File: src/design/wls_pkg.sv
// ----------------------------------------------------------------------------
// wls_pkg
// Types, constants and payload structs shared by the latency statistics block.
// ----------------------------------------------------------------------------
package wls_pkg;

  localparam int unsigned DefWindow      = 16;
  localparam int unsigned DefPlayers     = 64;
  localparam int unsigned DefLatencyBits = 16;

  localparam int unsigned SlotW  = 6;
  localparam int unsigned LatW   = 16;
  localparam int unsigned TimeW  = 48;
  localparam int unsigned CountW = 7;
  localparam int unsigned EventW = 32;

  // Operation codes
  localparam logic FuncAdd  = 1'b0;
  localparam logic FuncComp = 1'b1;

  typedef struct packed {
    logic             func;
    logic [SlotW-1:0] player_slot;
    logic [LatW-1:0]  latency_sample;
    logic [TimeW-1:0] cli_stamp;
  } wls_req_t;

  typedef struct packed {
    logic [LatW-1:0]   avg_lat;
    logic [LatW-1:0]   min_lat;
    logic [LatW-1:0]   max_lat;
    logic [LatW-1:0]   jitter;
    logic [CountW-1:0] win_cnt;
    logic [TimeW-1:0]  compensated_time;
    logic [EventW-1:0] events_compensated;
  } wls_rsp_t;

  // Commands from controller to datapath
  typedef struct packed {
    logic clear;      // zero one slot table entry after reset
    logic load;       // capture request, count compensate events
    logic fetch;      // take slot table entry, write sample to ring
    logic rd_issue;   // read ring entry at index counter
    logic acc_sum;    // accumulate sum/min/max from read data
    logic acc_dev;    // accumulate deviation from read data
    logic div_start;  // start divider on sum
    logic div2_start; // start divider on deviation
    logic take_avg;   // latch quotient as average, write slot entry
    logic take_jit;   // latch quotient as jitter
    logic finish;     // build response
    logic clr_idx;    // reset index counter
  } wls_cmd_t;

  typedef struct packed {
    logic clr_last;   // clearing pass at the last slot
    logic is_comp;
    logic idx_last;   // index counter reached count-1
    logic div_done;
    logic few;        // fewer than two samples
  } wls_sts_t;

endpackage

File: src/design/wls_ctrl.sv
// ----------------------------------------------------------------------------
// wls_ctrl
// Sequencer: sum pass, mean divide, deviation pass, jitter divide, respond.
// ----------------------------------------------------------------------------
module wls_ctrl
  import wls_pkg::*;
(
  input  logic     clk_i,
  input  logic     rst_ni,
  input  logic     req_valid_i,
  output logic     req_ready_o,
  output logic     rsp_valid_o,
  input  logic     rsp_ready_i,
  input  wls_sts_t sts_i,
  output wls_cmd_t cmd_o
);

  typedef enum logic [3:0] {
    StIdle, StLoad, StSumRd, StSumWait, StDiv1, StDevRd, StDevWait, StDiv2, StDone,
    StResp, StClear
  } state_e;

  state_e state_q, state_d;
  logic   rsp_valid_q, rsp_valid_d;
  logic   last_q, last_d;

  always_comb begin
    state_d     = state_q;
    rsp_valid_d = rsp_valid_q;
    last_d      = last_q;
    cmd_o       = '0;
    req_ready_o = 1'b0;
    if (rsp_valid_q && rsp_ready_i) begin
      rsp_valid_d = 1'b0;
    end
    case (state_q)
      StClear: begin
        // Zero one slot entry per cycle after reset
        cmd_o.clear = 1'b1;
        if (sts_i.clr_last) begin
          state_d = StIdle;
        end
      end
      StIdle: begin
        // Accept a new request once the output stage is free or draining
        req_ready_o = !rsp_valid_q || rsp_ready_i;
        if (req_valid_i && req_ready_o) begin
          cmd_o.load = 1'b1;
          state_d    = StLoad;
        end
      end
      StLoad: begin
        cmd_o.fetch   = 1'b1;
        cmd_o.clr_idx = 1'b1;
        state_d = sts_i.is_comp ? StDone : StSumRd;
      end
      StSumRd: begin
        cmd_o.rd_issue = 1'b1;
        last_d  = sts_i.idx_last;
        state_d = StSumWait;
      end
      StSumWait: begin
        cmd_o.acc_sum = 1'b1;
        if (last_q) begin
          cmd_o.div_start = 1'b1;
          state_d = StDiv1;
        end else begin
          state_d = StSumRd;
        end
      end
      StDiv1: begin
        if (sts_i.div_done) begin
          cmd_o.take_avg = 1'b1;
          cmd_o.clr_idx  = 1'b1;
          state_d = sts_i.few ? StDone : StDevRd;
        end
      end
      StDevRd: begin
        cmd_o.rd_issue = 1'b1;
        last_d  = sts_i.idx_last;
        state_d = StDevWait;
      end
      StDevWait: begin
        cmd_o.acc_dev = 1'b1;
        if (last_q) begin
          cmd_o.div2_start = 1'b1;
          state_d = StDiv2;
        end else begin
          state_d = StDevRd;
        end
      end
      StDiv2: begin
        if (sts_i.div_done) begin
          cmd_o.take_jit = 1'b1;
          state_d = StDone;
        end
      end
      StDone: begin
        // Response register is free here: it was drained before acceptance
        cmd_o.finish = 1'b1;
        rsp_valid_d  = 1'b1;
        state_d      = StIdle;
      end
      default: state_d = StIdle;
    endcase
  end

  always_ff @(posedge clk_i or negedge rst_ni) begin
    if (!rst_ni) begin
      state_q     <= StClear;
      rsp_valid_q <= 1'b0;
      last_q      <= 1'b0;
    end else begin
      state_q     <= state_d;
      rsp_valid_q <= rsp_valid_d;
      last_q      <= last_d;
    end
  end

  assign rsp_valid_o = rsp_valid_q;

  // Busy sequencer never accepts
  assert property (@(posedge clk_i) disable iff (!rst_ni)
    (state_q != StIdle) |-> !req_ready_o)
    else $error("request accepted while busy");
  // Response is raised only from the finishing state
  assert property (@(posedge clk_i) disable iff (!rst_ni)
    $rose(rsp_valid_q) |-> $past(state_q) == StDone)
    else $error("response raised out of sequence");
  // Finish never overwrites a pending response
  assert property (@(posedge clk_i) disable iff (!rst_ni)
    (state_q == StDone) |-> (!rsp_valid_q || rsp_ready_i))
    else $error("pending response overwritten");

endmodule

File: config.mk
export PLATFORM = sky130hd
export DESIGN_NAME = wls_ctrl
export DESIGN_NICKNAME = d
export VERILOG_FILES = /design/src/design/wls_pkg.sv /design/src/design/wls_ctrl.sv
export SDC_FILE = /design/constraint.sdc
export NUM_CORES = 1
export LEC_CHECK = 0
export BUFFER_PORTS_ARGS = -buffer_cell sky130_fd_sc_hd__buf_2
export CELL_PAD_IN_SITES_DETAIL_PLACEMENT = 2
export CELL_PAD_IN_SITES_GLOBAL_PLACEMENT = 2
export CORE_ASPECT_RATIO = 0.8
export CORE_MARGIN = 1
export CORE_UTILIZATION = 23
export DETAILED_ROUTE_END_ITERATION = 7
export GPL_TIMING_DRIVEN = 0
export HOLD_SLACK_MARGIN = 0.15
export PLACE_DENSITY = 0.78
export SLEW_MARGIN = 20
export SYNTH_ARGS = -nofsm -noshare
export SYNTH_HDL_FRONTEND = slang
export SYNTH_SLANG_ARGS = --single-unit
File: constraint.sdc
create_clock -name clk_i -period 1.8 [get_ports clk_i]
set_clock_uncertainty 0.1 [all_clocks]
set_input_delay 0.18 -clock clk_i [delete_from_list [all_inputs] [get_ports clk_i]]
set_output_delay 0.18 -clock clk_i [all_outputs]
set_load 0.005 [all_outputs]
# After elaboration in Yosys (flattened, before gate mapping)
# Index checks and enable logic that the tools add are counted.
[totals]
register_bits = 6
input_bits = 9
output_inout_bits = 14
elab_cells = 51
[classes]
n_eq_ne = 13
n_mux = 27
n_reduce_logical = 8
[ops]
columns = ["cell", "count"]
rows = [
  ["4-bit one-hot mux with 9 select lines", 1],
  ["4-bit two-way mux", 6],
  ["1-bit two-way mux", 17],
  ["4-bit by 3-bit == test with 1-bit output (second input constant)", 4],
  ["4-bit by 2-bit == test with 1-bit output (second input constant)", 2],
  ["4-bit == test (second input constant)", 2],
  ["2-bit != test (second input constant)", 4],
  ["4-bit by 1-bit == test with 1-bit output (second input constant)", 1],
  ["4-bit zero test", 1],
  ["4-bit AND reduction", 1],
  ["3-bit two-way mux", 1],
  ["1-bit logical AND", 2],
  ["2-bit two-way mux", 1],
  ["1-bit one-hot mux with 2 select lines", 1],
  ["2-bit nonzero test", 1],
  ["2-bit OR reduction", 1],
  ["1-bit zero test", 1],
  ["1-bit logical OR", 1],
]

# Longest topological paths before layout
[depth]
word_depth = 5
ltp_mapped = 5
mapped_depth_nobuf = 4

# Least setup slack after synthesis
# No wires, ideal clock.
[synth_path]
path_kind = "register -> register"
from = "reg state_q[1]"
to = "reg last_q"
setup_time_ns = 0.128
arrival_ns = 1.263
required_time_ns = 1.572
path_slack_ns = 0.309
stages_incl_launch_ff = 5
n_path_buf = 0
synth_period_minus_slack_ns = 1.491
path_cell_list = "dfstp_2 > nor2b_1 > mux2i_1 > nor2_2 > mux2_1"
[synth_between]
elab_chain_cells = 2
elab_cells_between_ends = 3
classes_between = "eq/ne (2); reduce/logical (1)"
[synth_lines]
columns = ["item", "line", "text"]
rows = [
  ["start, declared", "wls_ctrl.sv:23", "state_e state_q, state_d;"],
  ["start signal, assigned", "wls_ctrl.sv:110", "state_q <= StClear;"],
  ["start signal, assigned", "wls_ctrl.sv:114", "state_q <= state_d;"],
  ["4-bit by 3-bit == test with 1-bit output or 4-bit by 2-bit == test with 1-bit output (tied branches)", "wls_ctrl.sv:36", "case (state_q)"],
  ["2-bit OR reduction (no line) *", "--", ""],
  ["end signal, assigned", "wls_ctrl.sv:116", "last_q <= last_d;"],
  ["end, declared", "wls_ctrl.sv:25", "logic last_q, last_d;"],
]
# Every way passes the cells marked *; elsewhere a longest branch is shown, timed or not.
# A chain may end at the register's enable or synchronous reset.

==> qor.csv <==
stage,metric,value,unit
clocking,CTS tree,yes,
hold_path,min-delay worst type,in2reg,
sta,fmax,0.582,GHz
synth,Post-synth EDFFs,0,
sta,post-route setup TNS,0,ns
route,vias per std cell,5.06,
sta,Final setup viols,0,
setup_path,WP data required,1.52,ns
floorplan,I/O pins,23,
power,internal power,0.709,mW
final_layout,non-filler instance count after layout,120,
power,PD cells,1770,nW/um2
final_layout,most frequent cells in the layout,"buf_2, nand2b_1, nor2_1",
final_layout,P&R area growth vs syn,46.4,%
global_routing,GRT Total Usage,17.4,%
power,peak supply drop,0.000780,V
clocking,clk buf depth,2,
sta,final worst slack,0.0815,ns
setup_path,WS Path Type,reg2out,
floorplan,Starting Density,25.6,%
setup_path,CP max-delay cell,dfstp_2,
power,switch share,45.9,%
global_routing,met3 Use GR,5.26,%
sta,crit share post-route,95.5,%
setup_path,critical path cell sequence,nand2b_1 -> nor3_2 -> or2_1 -> buf_2,
final_layout,fin util,37.5,%
sta,fin crit period,1.72,ns
route,DRT Pass-1 Iters,3,
setup_path,critical path endpoint category,output pin,
sta,Final Hold Fails,0,
floorplan,Die H,44.0,um
final_layout,n_diodes,0,
floorplan,Die W,54.5,um
synth,synth top area cells,"dfrtp_1, dfstp_2, nand2b_1",
run,max cap viols,0,
clocking,root buf cell,clkbuf_4,
placement,DPL Wire Length,1330,um
global_routing,met1 Usage GRT,22.1,%
synth,mapped cell area,507,um2
clocking,TritonCTS buffer count,3,
power,PnR Total Power,1.31,mW
clocking,H-Tree Level Count,1,
route,via count,607,
synth,Seq cells post-synth,6,
route,final WL,1820,um
synth,post-synth top area share,19.8,%
setup_path,kind of cell adding the most delay to the critical path,flip-flops,
clocking,"Clk Latency, worst-skew pair",0.24,ns
setup_path,Worst Path Buf+Inv,1,
synth,Syn Nets,74,
placement,routability cong.,0.717,
power,Gate power share,64.5,%
sta,worst hold margin,0.163,ns
route,Post-DRT Antenna Nets,0,
synth,Netlist cell types,30,
clocking,clk sink count,6,
synth,synthesized area per cell,7.80,um2
floorplan,core area,1980,um2
sta,Slew @ Worst Pin,0.385,ns
final_layout,share of cells above drive strength 1,42.7,%
synth,Synth warnings,0,
sta,Rel. slew slack,74.1,%
floorplan,Row Count,14,
placement,number of port buffers,22,
synth,Async SR Flop Fraction,100,%
route,DRT iter0 DRCs,6,
sta,Slew Limit Fails,0,
status,status,"complete, no violations",
sta,RSZ-0062 raised after global routing,false,
global_routing,most crowded layer after global routing,met2,
power,Net Switching,0.603,mW
power,leakage power,0.383,nW
setup_path,worst-path maximum fanout,7,
global_routing,grt total ovfl,0,
route,Routed wire per std cell,15.2,um
global_routing,first-pass GRT wire length,2940,um
synth,cell taking the most area after synthesis,dfrtp_1,
power,clock network fraction of total power,9.5,%
floorplan,die footprint,2400,um2
clocking,clk slew on worst S/H paths,0.05,ns
global_routing,initial antenna violation count,0,
setup_path,CP startpoint kind,flip-flop,
global_routing,grt met2 use,29.0,%
placement,total placed cells including tap cells,111,
synth,Gate Count Post-Synth,65,
setup_path,"Data arrival, critical path",1.44,ns
final_layout,"commonest non-fill, non-tap cell in the layout",buf_2,
final_layout,final instance area,742,um2
synth,post-synthesis sequential area ratio,30.1,%
power,Sequential Power Share,26.0,%
placement,Placed Instance Area,647,um2
global_routing,largest net degree at the start of global routing,11,
synth,top_reg_cell synth,dfrtp_1,
setup_path,Max stage delay on crit path,0.61,ns
final_layout,Layout Nets,107,
placement,post-placement worst setup slack,0.124,ns
route,Post-route DRC,0,
global_routing,vias in the first global route,643,
==> power groups by stage <==
stage	registers, mW	clock network [mW]	logic (mW)
2_1_floorplan	0.276	0	0.536
3_3_place_gp	0.307	0	0.748
3_5_place_dp	0.312	0	0.775
4_1_cts	0.344	0.132	0.755
5_1_grt	0.356	0.140	0.933
6_report	0.341	0.125	0.846
==> registers in the layout, indices dropped and copies added (netlist names) <==
register / cells
rsp_valid_o: 1
state_q: 4
last_q: 1
==> synthesized netlist by cell type (3+ instances only) <==
| library cell | number |
|---|---|
| nor3_1 | 4 |
| nand2b_1 | 8 |
| a21oi_1 | 3 |
| buf_2 | 4 |
| nor2_1 | 6 |
| nand2_1 | 5 |
| dfrtp_1 | 4 |
==> tightest hold or removal path: stages <==
cell and delay [ns]:
buf_2 0.07, nand2b_1 0.13, o31ai_1 0.08
==> timing repair <==
| item | in CTS | in global routing |
|---|---|---|
| cloned | 0 | 0 |
| endpoints found under the setup margin | 1 | 3 |
| endpoints found under the hold margin | 8 | 0 |
| setup buffers | 0 | 4 |
| hold buffers | 3 | 0 |
| resized for setup | 1 | 5 |
| pin swaps | 0 | 0 |
==> routing by layer <==
metal / vias to the layer above / wire [um]
met5: - / 0
met4: 0 / 0
met3: 0 / 80
met2: 19 / 883
met1: 295 / 854
li1: 293 / -
==> layout make-up <==
cell class / count / area (um2)
clock buffer: 3 / 22.5
inverter: 1 / 3.75
sequential: 6 / 154
tap: 24 / 30.0
buffer: 4 / 31.3
fill: 244 / 1240
timing repair buffer: 29 / 170
multi-input combinational: 53 / 330
==> final timing paths <==
check	from	endpoint	slack (ns)	depth (start not counted)
min in group asynchronous	rst_ni	state_q[2]	0.19	2
min	rsp_ready_i	rsp_valid_o	0.16	3
min reg2reg	rsp_valid_o	rsp_valid_o	0.45	2
max reg2reg	state_q[1]	last_q	0.20	4
max	state_q[1]	cmd_o[0]	0.08	4
max in group asynchronous	rst_ni	state_q[3]	1.18	2
==> logic make-up after synthesis <==
| group | count (synthesis) | share of synthesized area (%) |
|---|---|---|
| compound gates | 14 | 18.0 |
| mux | 3 | 6.17 |
| buf+inv | 6 | 6.17 |
| simple gates | 36 | 39.5 |
| flops | 6 | 30.1 |
No activity file was read; power rests on OpenSTA's default activity.
